$ cat src/rtl/mcr_pkg.sv
// ----------------------------------------------------------------------------
// mcr_pkg
// shared widths, register indexes and defaults of the miss curve resampler
// ----------------------------------------------------------------------------
package mcr_pkg;

    localparam int BUCKET_W        = 6;   // bucket counts and point indexes
    localparam int COUNT_W         = 32;  // miss counts
    localparam int NUM_W           = COUNT_W + BUCKET_W; // interpolation numerator
    localparam int MAX_BUCKETS_DEF = 32;

    localparam int CFG_IDX_W = 1;
    localparam logic [CFG_IDX_W-1:0] CFG_SRC_BUCKETS = 1'b0;
    localparam logic [CFG_IDX_W-1:0] CFG_DST_BUCKETS = 1'b1;

    localparam logic [BUCKET_W-1:0] BUCKETS_RST = 6'd16;

endpackage

$ cat src/rtl/mcr_div.sv
// ----------------------------------------------------------------------------
// mcr_div
// restoring divider, one quotient bit per cycle
// ----------------------------------------------------------------------------
module mcr_div #(
    parameter int DW = mcr_pkg::NUM_W,
    parameter int VW = mcr_pkg::BUCKET_W
) (
    input  logic          i_clk,
    input  logic          i_rst_n,
    input  logic          i_start,
    input  logic [DW-1:0] i_dividend,
    input  logic [VW-1:0] i_divisor,
    output logic          o_busy,
    output logic [DW-1:0] o_quot,
    output logic [VW-1:0] o_rem
);

    localparam int SW = $clog2(DW + 1);

    logic          r_busy;
    logic [SW-1:0] r_step;
    logic [DW-1:0] r_quot;
    logic [VW-1:0] r_rem;
    logic [VW-1:0] r_div;

    logic [VW:0]   trial;
    logic [VW:0]   diff;
    logic          ge;

    // shift the next dividend bit into the partial remainder
    assign trial = {r_rem, r_quot[DW-1]};
    assign ge    = (trial >= {1'b0, r_div});
    assign diff  = trial - {1'b0, r_div};

    always_ff @(posedge i_clk) begin
        if (!i_rst_n) begin
            r_busy <= 1'b0;
            r_step <= '0;
        end else if (i_start) begin
            r_busy <= 1'b1;
            r_step <= '0;
        end else if (r_busy) begin
            r_step <= r_step + 1'b1;
            if (r_step == SW'(DW - 1)) begin
                r_busy <= 1'b0;
            end
        end
    end

    always_ff @(posedge i_clk) begin
        if (i_start) begin
            r_quot <= i_dividend;
            r_rem  <= '0;
            r_div  <= i_divisor;
        end else if (r_busy) begin
            r_rem  <= ge ? diff[VW-1:0] : trial[VW-1:0];
            r_quot <= {r_quot[DW-2:0], ge};
        end
    end

    assign o_busy = r_busy;
    assign o_quot = r_quot;
    assign o_rem  = r_rem;

endmodule

$ cat src/rtl/mcr_mac.sv
// ----------------------------------------------------------------------------
// mcr_mac
// multiply-accumulate for the interpolation numerator a*(R-k) + b*k
// ----------------------------------------------------------------------------
module mcr_mac (
    input  logic                         i_clk,
    input  logic                         i_load,
    input  logic                         i_acc,
    input  logic [mcr_pkg::COUNT_W-1:0]  i_a,
    input  logic [mcr_pkg::BUCKET_W-1:0] i_b,
    output logic [mcr_pkg::NUM_W-1:0]    o_sum
);

    logic [mcr_pkg::NUM_W-1:0] prod;
    logic [mcr_pkg::NUM_W-1:0] r_sum;

    assign prod = mcr_pkg::NUM_W'(i_a) * mcr_pkg::NUM_W'(i_b);

    always_ff @(posedge i_clk) begin
        if (i_load) begin
            r_sum <= prod;
        end else if (i_acc) begin
            r_sum <= r_sum + prod;
        end
    end

    assign o_sum = r_sum;

endmodule

$ cat src/rtl/miss_curve_resampler.sv
// ----------------------------------------------------------------------------
// miss_curve_resampler
// resamples a miss curve point by point: decimation when the source has at
// least as many buckets as the destination, linear interpolation otherwise
// ----------------------------------------------------------------------------
//
//  channel  | handshake               | payload
//  ---------+-------------------------+--------------------------------------
//  config   | i_cfg_valid/o_cfg_ready | i_cfg_index, i_cfg_data
//  input    | i_in_valid/o_in_stall   | i_curve_point
//  output   | o_out_valid/i_out_stall | o_bucket_index, o_resampled_count,
//           |                         | o_end_of_curve, o_ratio_error
//
//  every item is accepted in ST_IDLE, then waits in ST_RATIO for the ratio division
//  decimation adds an index/ratio division and a keep/emit step, but not on the final point
//  interpolation passes these steps per emitted point: two mac steps, a divider
//  start step, the wait in the divider, one output step
//  ST_DONE advances the point counter, the final point first passes ST_LAST to be emitted
//  o_in_stall is high until the item is done, a stalled output holds the emit state
// ----------------------------------------------------------------------------
module miss_curve_resampler #(
    parameter int MAX_BUCKETS = mcr_pkg::MAX_BUCKETS_DEF
) (
    input  logic                           i_clk,
    input  logic                           i_rst_n,
    // configuration
    input  logic                           i_cfg_valid,
    output logic                           o_cfg_ready,
    input  logic [mcr_pkg::CFG_IDX_W-1:0]  i_cfg_index,
    input  logic [mcr_pkg::BUCKET_W-1:0]   i_cfg_data,
    // source points
    input  logic                           i_in_valid,
    output logic                           o_in_stall,
    input  logic [mcr_pkg::COUNT_W-1:0]    i_curve_point,
    // resampled points
    output logic                           o_out_valid,
    input  logic                           i_out_stall,
    output logic [mcr_pkg::BUCKET_W-1:0]   o_bucket_index,
    output logic [mcr_pkg::COUNT_W-1:0]    o_resampled_count,
    output logic                           o_end_of_curve,
    output logic                           o_ratio_error
);

    localparam int BW = mcr_pkg::BUCKET_W;
    localparam int CW = mcr_pkg::COUNT_W;
    localparam int NW = mcr_pkg::NUM_W;

    // sequencer states
    localparam logic [3:0] ST_IDLE   = 4'd0;
    localparam logic [3:0] ST_RATIO  = 4'd1;  // wait for max/min division
    localparam logic [3:0] ST_DECDIV = 4'd2;  // wait for index/ratio division
    localparam logic [3:0] ST_DECOUT = 4'd3;  // emit kept point if any
    localparam logic [3:0] ST_MUL1   = 4'd4;  // a*(R-k)
    localparam logic [3:0] ST_MUL2   = 4'd5;  // + b*k
    localparam logic [3:0] ST_INTGO  = 4'd6;  // start numerator division
    localparam logic [3:0] ST_INTDIV = 4'd7;
    localparam logic [3:0] ST_INTOUT = 4'd8;  // emit interpolated point
    localparam logic [3:0] ST_LAST   = 4'd9;  // emit final point
    localparam logic [3:0] ST_DONE   = 4'd10; // advance point counter

    localparam logic [BW-1:0] MAX_B = BW'(MAX_BUCKETS);

    // configuration registers
    logic [BW-1:0] r_src_cfg;
    logic [BW-1:0] r_dst_cfg;

    // per-item working registers
    logic [3:0]    r_state;
    logic [3:0]    n_state;
    logic [CW-1:0] r_point;
    logic [CW-1:0] r_prev;
    logic [BW-1:0] r_pcnt;      // index of current source point
    logic [BW-1:0] r_ratio;     // latched at point 0
    logic [BW-1:0] r_reff;      // ratio, zero read as one
    logic [BW-1:0] r_d;
    logic          r_down;
    logic          r_last;
    logic          r_err;
    logic [BW-1:0] r_k;
    logic [BW-1:0] r_base;      // R*(i-1), wraps to 6 bits

    // output register
    logic          r_out_valid;
    logic [BW-1:0] r_out_idx;
    logic [CW-1:0] r_out_cnt;
    logic          r_out_end;
    logic          r_out_err;

    logic          in_accept;
    logic          out_free;
    logic [BW-1:0] s_eff;
    logic [BW-1:0] d_eff;
    logic          down_now;

    // divider hookup
    logic          div_start;
    logic [NW-1:0] div_dividend;
    logic [BW-1:0] div_divisor;
    logic          div_busy;
    logic [NW-1:0] div_quot;
    logic [BW-1:0] div_rem;

    // mac hookup
    logic          mac_load;
    logic          mac_acc;
    logic [CW-1:0] mac_a;
    logic [BW-1:0] mac_b;
    logic [NW-1:0] mac_sum;

    // emit request from the sequencer
    logic          emit;
    logic [BW-1:0] emit_idx;
    logic [CW-1:0] emit_cnt;
    logic          emit_end;

    logic [BW-1:0]   ratio_new;
    logic [BW-1:0]   reff_new;
    logic [2*BW-1:0] base_prod;
    logic            dec_keep;

    // clamp bucket counts into 1..MAX_BUCKETS
    function automatic logic [BW-1:0] eff_buckets(input logic [BW-1:0] v,
                                                  input logic [BW-1:0] vmax);
        logic [BW-1:0] res;
        if (v == '0) begin
            res = BW'(1);
        end else if (v > vmax) begin
            res = vmax;
        end else begin
            res = v;
        end
        return res;
    endfunction

    assign s_eff    = eff_buckets(r_src_cfg, MAX_B);
    assign d_eff    = eff_buckets(r_dst_cfg, MAX_B);
    assign down_now = (s_eff >= d_eff);

    assign o_cfg_ready = 1'b1;
    assign o_in_stall  = (r_state != ST_IDLE);
    assign in_accept   = i_in_valid && (r_state == ST_IDLE);
    assign out_free    = !r_out_valid || !i_out_stall;

    // the ratio is taken fresh on point 0 and held for the rest of the curve
    assign ratio_new = (r_pcnt == '0) ? div_quot[BW-1:0] : r_ratio;
    assign reff_new  = (ratio_new == '0) ? BW'(1) : ratio_new;
    assign base_prod = reff_new * (r_pcnt - BW'(1));
    assign dec_keep  = (div_rem == '0) && (div_quot < NW'(r_d));

    mcr_div #(
        .DW (NW),
        .VW (BW)
    ) u_div (
        .i_clk      (i_clk),
        .i_rst_n    (i_rst_n),
        .i_start    (div_start),
        .i_dividend (div_dividend),
        .i_divisor  (div_divisor),
        .o_busy     (div_busy),
        .o_quot     (div_quot),
        .o_rem      (div_rem)
    );

    mcr_mac u_mac (
        .i_clk  (i_clk),
        .i_load (mac_load),
        .i_acc  (mac_acc),
        .i_a    (mac_a),
        .i_b    (mac_b),
        .o_sum  (mac_sum)
    );

    // sequencer
    always_comb begin
        n_state      = r_state;
        div_start    = 1'b0;
        div_dividend = NW'(r_pcnt);
        div_divisor  = reff_new;
        mac_load     = 1'b0;
        mac_acc      = 1'b0;
        mac_a        = r_prev;
        mac_b        = r_reff - r_k;
        emit         = 1'b0;
        emit_idx     = r_d;
        emit_cnt     = r_point;
        emit_end     = 1'b0;
        case (r_state)
            ST_IDLE: begin
                if (in_accept) begin
                    // larger count over smaller one
                    div_start    = 1'b1;
                    div_dividend = down_now ? NW'(s_eff) : NW'(d_eff);
                    div_divisor  = down_now ? d_eff : s_eff;
                    n_state      = ST_RATIO;
                end
            end
            ST_RATIO: begin
                if (!div_busy) begin
                    if (r_down) begin
                        if (r_last) begin
                            n_state = ST_LAST;
                        end else begin
                            div_start = 1'b1;
                            n_state   = ST_DECDIV;
                        end
                    end else if (r_pcnt != '0) begin
                        n_state = ST_MUL1;
                    end else begin
                        n_state = r_last ? ST_LAST : ST_DONE;
                    end
                end
            end
            ST_DECDIV: begin
                if (!div_busy) begin
                    n_state = ST_DECOUT;
                end
            end
            ST_DECOUT: begin
                if (!dec_keep) begin
                    n_state = r_last ? ST_LAST : ST_DONE;
                end else if (out_free) begin
                    emit     = 1'b1;
                    emit_idx = div_quot[BW-1:0];
                    n_state  = r_last ? ST_LAST : ST_DONE;
                end
            end
            ST_MUL1: begin
                mac_load = 1'b1;
                n_state  = ST_MUL2;
            end
            ST_MUL2: begin
                mac_acc = 1'b1;
                mac_a   = r_point;
                mac_b   = r_k;
                n_state = ST_INTGO;
            end
            ST_INTGO: begin
                div_start    = 1'b1;
                div_dividend = mac_sum;
                div_divisor  = r_reff;
                n_state      = ST_INTDIV;
            end
            ST_INTDIV: begin
                if (!div_busy) begin
                    n_state = ST_INTOUT;
                end
            end
            ST_INTOUT: begin
                if (out_free) begin
                    emit     = 1'b1;
                    emit_idx = r_base + r_k;
                    emit_cnt = div_quot[CW-1:0];
                    if (r_k == r_reff - BW'(1)) begin
                        n_state = r_last ? ST_LAST : ST_DONE;
                    end else begin
                        n_state = ST_MUL1;
                    end
                end
            end
            ST_LAST: begin
                if (out_free) begin
                    emit     = 1'b1;
                    emit_end = 1'b1;
                    n_state  = ST_DONE;
                end
            end
            ST_DONE: begin
                n_state = ST_IDLE;
            end
            default: begin
                n_state = ST_IDLE;
            end
        endcase
    end

    // control state
    always_ff @(posedge i_clk) begin
        if (!i_rst_n) begin
            r_state     <= ST_IDLE;
            r_src_cfg   <= mcr_pkg::BUCKETS_RST;
            r_dst_cfg   <= mcr_pkg::BUCKETS_RST;
            r_prev      <= '0;
            r_pcnt      <= '0;
            r_ratio     <= '0;
            r_out_valid <= 1'b0;
        end else begin
            r_state <= n_state;
            if (i_cfg_valid) begin
                case (i_cfg_index)
                    mcr_pkg::CFG_SRC_BUCKETS: r_src_cfg <= i_cfg_data;
                    mcr_pkg::CFG_DST_BUCKETS: r_dst_cfg <= i_cfg_data;
                    default: ;
                endcase
            end
            if (r_state == ST_RATIO && !div_busy) begin
                r_ratio <= ratio_new;
            end
            if (r_state == ST_DONE) begin
                r_prev <= r_point;
                r_pcnt <= r_last ? '0 : r_pcnt + BW'(1);
            end
            if (emit) begin
                r_out_valid <= 1'b1;
            end else if (!i_out_stall) begin
                r_out_valid <= 1'b0;
            end
        end
    end

    // per-item payload registers
    always_ff @(posedge i_clk) begin
        if (in_accept) begin
            r_point <= i_curve_point;
            r_d     <= d_eff;
            r_down  <= down_now;
            r_last  <= (r_pcnt >= s_eff);
        end
        if (r_state == ST_RATIO && !div_busy) begin
            r_err  <= (div_rem != '0);
            r_reff <= reff_new;
            r_base <= base_prod[BW-1:0];
            r_k    <= '0;
        end
        if (r_state == ST_INTOUT && out_free) begin
            r_k <= r_k + BW'(1);
        end
        if (emit) begin
            r_out_idx <= emit_idx;
            r_out_cnt <= emit_cnt;
            r_out_end <= emit_end;
            r_out_err <= r_err;
        end
    end

    assign o_out_valid       = r_out_valid;
    assign o_bucket_index    = r_out_idx;
    assign o_resampled_count = r_out_cnt;
    assign o_end_of_curve    = r_out_end;
    assign o_ratio_error     = r_out_err;

endmodule

$ cat config.mk
export PLATFORM = sky130hd
export DESIGN_NAME = miss_curve_resampler
export DESIGN_NICKNAME = d
export VERILOG_FILES = /design/src/rtl/mcr_pkg.sv /design/src/rtl/mcr_div.sv /design/src/rtl/mcr_mac.sv /design/src/rtl/miss_curve_resampler.sv
export SDC_FILE = /design/constraint.sdc
export NUM_CORES = 1
export LEC_CHECK = 0
export BUFFER_PORTS_ARGS = -buffer_cell sky130_fd_sc_hd__buf_2
export CAP_MARGIN = 10
export CORE_ASPECT_RATIO = 0.75
export CORE_MARGIN = 5
export CORE_UTILIZATION = 33
export CTS_CLUSTER_DIAMETER = 60
export CTS_CLUSTER_SIZE = 14
export DETAILED_ROUTE_END_ITERATION = 10
export GPL_ROUTABILITY_DRIVEN = 0
export SYNTH_ARGS = -nofsm -noshare
export SYNTH_HDL_FRONTEND = slang
export SYNTH_SLANG_ARGS = --single-unit
export TNS_END_PERCENT = 10
$ cat constraint.sdc
create_clock -name i_clk -period 15 [get_ports i_clk]
set_input_delay 2.25 -clock i_clk [delete_from_list [all_inputs] [get_ports i_clk]]
set_output_delay 2.25 -clock i_clk [all_outputs]
set_load 0.1 [all_outputs]
==> key figures, run 1 <==
Outcome
  – Status: finished, final reports clean

Timing
  – # setup viols final: 0
  – Pins over their slew limit: 0
  – Worst Hold Slack: 0.456 ns
  – Period minus WS final: 9.69 ns
  – Unrepaired setup endpoints after global routing: false
  – Pin slew with the least headroom to its limit: 1.13 ns
  – TNS Setup: 0 ns
  – Final worst slack: 5.31 ns
  – Fmax: 103 MHz
  – Max_slew headroom: 24.4%
  – Crit share post-route: 64.6%
  – Final hold vios: 0
  – Final Skew: 0.0501 ns

Synthesis
  – Synth Cell Area: 20100 µm²
  – Synth unique cells: 81
  – Cells after Synth: 2165
  – Post-Synth Simple-Gate Area: 15.7%
  – Seq/Total Area, Yosys: 34.3%
  – Synth Area in Compound Gates: 13.5%
  – Largest family of logic cells by synthesized area: adder cells
  – Seq cells post-synth: 255
  – Cell taking the most area after synthesis: edfxtp_1
  – Post-synthesis xor/xnor area fraction: 4.89%
  – Post-synthesis mux area share: 4.79%
  – Avg Cell Area, Syn: 9.31 µm²
  – EDFF count, synth: 181
  – Predominant post-synthesis flop cell: edfxtp_1
  – FFs w/ async S/R, synth: 0%
  – Largest cells by area after synthesis: edfxtp_1, fa_1, ha_1, dfxtp_1, nand2_1
  – Yosys warning total: 0
  – Post-synthesis adder-cell area fraction: 21.3%
  – Synth top area share: 27.0%
  – Syn Nets: 2475

Power and ir drop
  – Pwr dens: 217 nW/µm²
  – Switching portion of total power: 48.0%
  – Leak: 9.31 nW
  – Int Power: 2.54 mW
  – Clock share of power: 15.8%
  – Reported net switching power: 2.34 mW
  – IR drop worst, VDD: 0.200 mV
  – Combinational share of power: 56.6%
  – Register share of total power: 27.6%

Place
  – Port bufs: 85
  – Pre-CTS setup slack: 5.38 ns
  – Dpl hpwl: 42600 µm
  – Dpl cells: 2977

Final layout
  – Core Util, Final: 37.2%
  – Area Growth Syn to Fin: 11.6%
  – Ant diodes: 0
  – Nets@finish: 2519
  – Most common cell after layout, fill and taps aside: nand2_1
  – Most frequent cells in the layout: nand2_1, nor2_1, inv_1, edfxtp_1, a21oi_1
  – Share of layout cells above drive strength 1: 10.3%
  – Post-route insts no fill: 3032

Global routing
  – Final global-route overflow total: 0
  – Pin count of the biggest net entering global routing: 52
  – Total track usage: 16.7%
  – Initial antenna violation count: 2
  – Global-route wire length before repair: 88100 µm
  – Vias in the first global route: 15.5k

Clock network
  – CTS clk-pin slew, worst paths: 0.07 ns
  – CTS buffer count: 30
  – CTS root buf: clkbuf_16
  – Setup Buffers After CTS: 0
  – Post-CTS resize count: 0
  – CTS Hold Buffers Added: 0
  – Deepest clock path buffer count: 3
  – Sink Count: 255
  – CTS tree: yes
  – Worst skew pair latency: 0.62 ns
  – H-tree Lvls: 1

Hold path
  – Hold endpoint: r_prev[29]
  – HP Start: r_prev[29]
  – Min-delay worst type: reg2reg
  – Hold path depth: 2

Die
  – Die Ht: 224 µm
  – Die Wd: 295 µm
  – IO Count: 87
  – DIE AREA: 66100 µm²
  – Row count: 78
  – Core area: 60500 µm²
  – Initial Utilization: 33.3%

Drt
  – Total number of vias: 15.8k
  – WL final: 56500 µm
  – Routed len/inst: 18.6 µm
  – Drt pass-1 iters: 5
  – Residual DRC: 0
  – ANT nets after route: 0
  – Via/cell ratio: 5.23
  – DR iter-0 viols: 1469

Critical path
  – R2R Path End: u_mac.o_sum[37]
  – R2r setup slk: 5.31 ns
  – Reg2reg start: r_state[0]
  – CP arrival: 10.05 ns
  – Setup Crit Path Kind: reg2reg
  – Crit path max fanout: 38
  – Reg2Reg Depth: 31
  – CP Capture Type: flop
  – CP Launch Type: flop
  – Required @ worst endpoint: 15.36 ns
  – CP peak stage delay: 0.78 ns
  – Slowest CP cell: dfxtp_1

Flow run
  – # Max-Cap Violations: 0
## power by group through the flow
stage	logic (mW)	clock network [mW]	registers, mW
6_report	2.76	0.770	1.35
5_1_grt	3.05	0.819	1.37
4_1_cts	2.76	0.788	1.34
3_5_place_dp	2.73	0	1.36
3_3_place_gp	2.67	0	1.35
2_1_floorplan	1.91	0	1.42
## per-layer routing
| layer | track usage (%) | part of all wire (%) |
|---|---|---|
| met1 | 24.7 | 47 |
| met2 | 24.2 | 41 |
| met3 | 4.62 | 9.4 |
| met4 | 4.10 | 2.6 |
| met5 | 0 | 0.035 |
## metrics by stage
step | total power [mW] | area [µm²]
5_1_grt | 5.24 | 22500
3_3_place_gp | 4.02 | 21400
3_5_place_dp | 4.09 | 21400
4_1_cts | 4.89 | 22500
6_report | 4.88 | 22500
2_1_floorplan | 3.33 | 20100
## logic make-up (layout without fill, tap and decap cells)
family | after synthesis | in the layout
xor gates and xnor gates | 111 | 111
muxes | 92 | 92
AOI/OAI and AO/OA | 411 | 411
adders and majority gates | 266 | 266
buffers and inverters | 294 | 361
other | 1 | 1
and+or+nand+nor | 735 | 735
DFF | 255 | 255
## registers in the layout (all words and copies together) (netlist names), 32 cells and up
register / count
r_prev: 32
u_div.o_quot: 38
u_mac.o_sum: 38
o_resampled_count: 32
r_point: 32
## worst max-delay path by stage
stage	from	to	slack, ns
after floorplan	r_k[1]	u_mac.o_sum[37]	6.59
after global placement	r_state[0]	u_mac.o_sum[37]	5.66
after detailed placement	r_state[0]	u_mac.o_sum[37]	5.38
after CTS	r_state[0]	u_mac.o_sum[37]	5.36
after global routing	r_state[0]	u_mac.o_sum[37]	4.72
final	r_state[0]	u_mac.o_sum[37]	5.31
## area by class of cell
class	count	area [µm²]
inverter	204	766
clock buffer	40	820
tap	800	1000
timing repair buffer	102	553
multi-input combinational	1616	12200
clock inverter	15	228
fill	5994	38000
sequential	255	6920
## worst max-delay path, delay by kind of cell, from the launching register on
family,cells,cell delay (ns)
xor+xnor,3,0.63
compound gates,15,3.31
mux,1,0.54
flops,1,0.78
simple gates,5,1.28
fa+ha+maj,5,2.20
buf+inv,2,0.62
## synthesized netlist by cell type, types with 30 or more instances
cell      instances
xor2_1           39
fa_1            129
nor2_1          229
nand2_1         339
mux2i_1          57
o21ai_0          52
clkbuf_1         81
ha_1            137
dfxtp_1          74
mux2_2           35
nand2b_1         30
a22o_1           32
a21oi_1         156
xnor2_1          71
inv_1           203
edfxtp_1        181
a21o_1           34
(Power assumes the default switching activity.)
==> inputs of run 2 (changes only) <==
ABC_AREA = 1   (was not set)
clock period = 8.95 ns   (was 15 ns; I/O delays follow)
==> key figures, run 2 <==
Outcome
  – Status: finished, final reports clean (unchanged)

Timing
  – Final worst slack: 0.742 ns (was 5.31 ns)
  – TNS Setup: 0 ns (unchanged)
  – Final Skew: 0.0201 ns (was 0.0501 ns)
  – Period minus WS final: 8.21 ns (was 9.69 ns)
  – Final hold vios: 0 (unchanged)
  – Max_slew headroom: 25.2% (was 24.4%)
  – Pins over their slew limit: 0 (unchanged)
  – Unrepaired setup endpoints after global routing: false (unchanged)
  – # setup viols final: 0 (unchanged)
  – Pin slew with the least headroom to its limit: 1.11 ns (was 1.13 ns)
  – Fmax: 122 MHz (was 103 MHz)
  – Worst Hold Slack: 0.492 ns (was 0.456 ns)
  – Crit share post-route: 91.7% (was 64.6%)

Global routing
  – Met1 usage: 31.2% (was 24.7%)
  – Vias in the first global route: 18.2k (was 15.5k)
  – GR peak layer: met1 (unchanged)
  – Total track usage: 18.9% (was 16.7%)
  – Global-route wire length before repair: 107000 µm (was 88100 µm)
  – Final global-route overflow total: 0 (unchanged)
  – Met2 usage: 25.7% (was 24.2%)
  – Pin count of the biggest net entering global routing: 70 (was 52)
  – GR Util met3: 3.45% (was 4.62%)
  – Initial antenna violation count: 2 (unchanged)

Die
  – Die Ht: 233 µm (was 224 µm)
  – IO Count: 87 (unchanged)
  – DIE AREA: 71400 µm² (was 66100 µm²)
  – Die Wd: 307 µm (was 295 µm)
  – Core area: 65400 µm² (was 60500 µm²)
  – Initial Utilization: 33.4% (was 33.3%)
  – Row count: 81 (was 78)

Drt
  – WL final: 69000 µm (was 56500 µm)
  – Routed len/inst: 18.1 µm (was 18.6 µm)
  – Residual DRC: 0 (unchanged)
  – Via/cell ratio: 5.17 (was 5.23)
  – Total number of vias: 19.7k (was 15.8k)
  – ANT nets after route: 0 (unchanged)
  – Drt pass-1 iters: 6 (was 5)
  – DR iter-0 viols: 2369 (was 1469)

Critical path
  – Slowest CP cell: fa_1 (was dfxtp_1)
  – Worst Path Buf+Inv: 7 (was 2)
  – CP Launch Type: flop (unchanged)
  – CP arrival: 8.51 ns (was 10.05 ns)
  – Cell repeated most along the worst path: inv_1
  – Crit path max fanout: 15 (was 38)
  – CP peak stage delay: 0.56 ns (was 0.78 ns)
  – CP Capture Type: flop (unchanged)
  – Largest delay share family, worst path: adder cells (was compound AO/OA/AOI/OAI gates)
  – Setup Crit Path Kind: reg2reg (unchanged)
  – CP Depth: 37 (was 31)
  – Reg2Reg Depth: 37 (was 31)
  – Required @ worst endpoint: 9.25 ns (was 15.36 ns)

Flow run
  – # Max-Cap Violations: 0 (unchanged)

Place
  – Dpl hpwl: 55300 µm (was 42600 µm)
  – Port bufs: 85 (unchanged)
  – Dpl cells: 3772 (was 2977)
  – Pre-CTS setup slack: 0.878 ns (was 5.38 ns)
  – Dpl cell area: 23200 µm² (was 21400 µm²)

Final layout
  – Most common cell after layout, fill and taps aside: nand2_1 (unchanged)
  – Area Growth Syn to Fin: 9.86% (was 11.6%)
  – Post-route insts no fill: 3816 (was 3032)
  – Share of layout cells above drive strength 1: 7.03% (was 10.3%)
  – Core Util, Final: 36.7% (was 37.2%)
  – Ant diodes: 0 (unchanged)
  – Finished layout cell area: 24000 µm² (was 22500 µm²)
  – Nets@finish: 3237 (was 2519)
  – Most frequent cells in the layout: nand2_1, inv_1, nor2_1, o21ai_0, edfxtp_1 (was nand2_1, nor2_1, inv_1, edfxtp_1, a21oi_1)

Synthesis
  – Synth top area share: 24.9% (was 27.0%)
  – Synth Cell Area: 21800 µm² (was 20100 µm²)
  – FFs w/ async S/R, synth: 0% (unchanged)
  – EDFF count, synth: 181 (unchanged)
  – Seq cells post-synth: 255 (unchanged)
  – Seq/Total Area, Yosys: 31.7% (was 34.3%)
  – Yosys warning total: 0 (unchanged)
  – Avg Cell Area, Syn: 7.60 µm² (was 9.31 µm²)
  – Synth unique cells: 52 (was 81)
  – Syn Nets: 3179 (was 2475)
  – Cells after Synth: 2869 (was 2165)
  – Cell taking the most area after synthesis: edfxtp_1 (unchanged)
  – Most numerous cell in the Yosys netlist: nand2_1 (unchanged)
  – Predominant post-synthesis flop cell: edfxtp_1 (unchanged)
  – Synth cell count leaders: nand2_1, inv_1, nor2_1 (was nand2_1, nor2_1, inv_1)
  – Largest cells by area after synthesis: edfxtp_1, fa_1, nand2_1, inv_1, ha_1 (was edfxtp_1, fa_1, ha_1, dfxtp_1, nand2_1)

Clock network
  – Worst skew pair latency: 0.55 ns (was 0.62 ns)
  – CTS Hold Buffers Added: 0 (unchanged)
  – Deepest clock path buffer count: 3 (unchanged)
  – H-tree Lvls: 1 (unchanged)
  – Setup Buffers After CTS: 0 (unchanged)
  – CTS buffer count: 24 (was 30)
  – Post-CTS resize count: 0 (unchanged)
  – CTS root buf: clkbuf_16 (unchanged)
  – Sink Count: 255 (unchanged)
  – CTS clk-pin slew, worst paths: 0.07 ns (about the same)
  – CTS tree: yes (unchanged)

Power and ir drop
  – Pwr dens: 400 nW/µm² (was 217 nW/µm²)
  – IR drop worst, VDD: 0.211 mV (was 0.200 mV)
  – Leak: 10.4 nW (was 9.31 nW)
  – Pwr Total: 9.58 mW (was 4.88 mW)

Hold path
  – Hold path depth: 2 (unchanged)
  – Min-delay worst type: reg2reg (unchanged)
run 2: worst reg2reg max path: cells and delay by family (launching register included):
family / cells / cell delay (ns)
buffers and inverters: 7 / 1.16
adders and majority gates: 6 / 2.70
DFF: 1 / 0.45
and+or+nand+nor: 11 / 1.19
AOI/OAI and AO/OA: 12 / 2.35
xor gates and xnor gates: 1 / 0.13
run 2: power by group:
part | switching (mW) | internal, mW
logic | 4.46 | 1.84
clock network | 0.476 | 0.539
registers | 0.320 | 1.95
total | 5.26 | 4.33
run 2: routing by layer:
| metal | vias to the layer above | routed length [µm] |
|---|---|---|
| li1 | 9395 | - |
| met1 | 9364 | 34400 |
| met2 | 888 | 26400 |
| met3 | 65 | 7160 |
| met4 | 0 | 995 |
| met5 | - | 0 |
run 2: worst paths after layout:
| path | from | to | slack, ns |
|---|---|---|---|
| setup / recovery | r_k[2] | u_mac.o_sum[23] | 0.74 |
| hold / removal | r_dst_cfg[2] | r_dst_cfg[2] | 0.49 |
| setup reg to reg | r_k[2] | u_mac.o_sum[23] | 0.74 |
| hold reg to reg | r_dst_cfg[2] | r_dst_cfg[2] | 0.49 |
run 2: layout make-up:
type	instances	area (µm²)
Fill cell	6866	41400
Multi-Input combinational cell	2029	12700
Sequential cell	255	6920
Inverter	514	1930
Tap cell	871	1090
Clock buffer	38	696
Timing Repair Buffer	103	573
Clock inverter	6	48.8
run 2: logic make-up (layout without fill, tap and decap cells):
logic type / after synthesis / after routing / share of synthesized area, %
AOI/OAI and AO/OA: 556 / 556 / 13.9
other: 1 / 1 / 0.0172
and+or+nand+nor: 1154 / 1154 / 22.0
adders and majority gates: 266 / 266 / 19.7
buffers and inverters: 585 / 661 / 10.4
DFF: 255 / 255 / 31.7
xor gates and xnor gates: 52 / 52 / 2.25
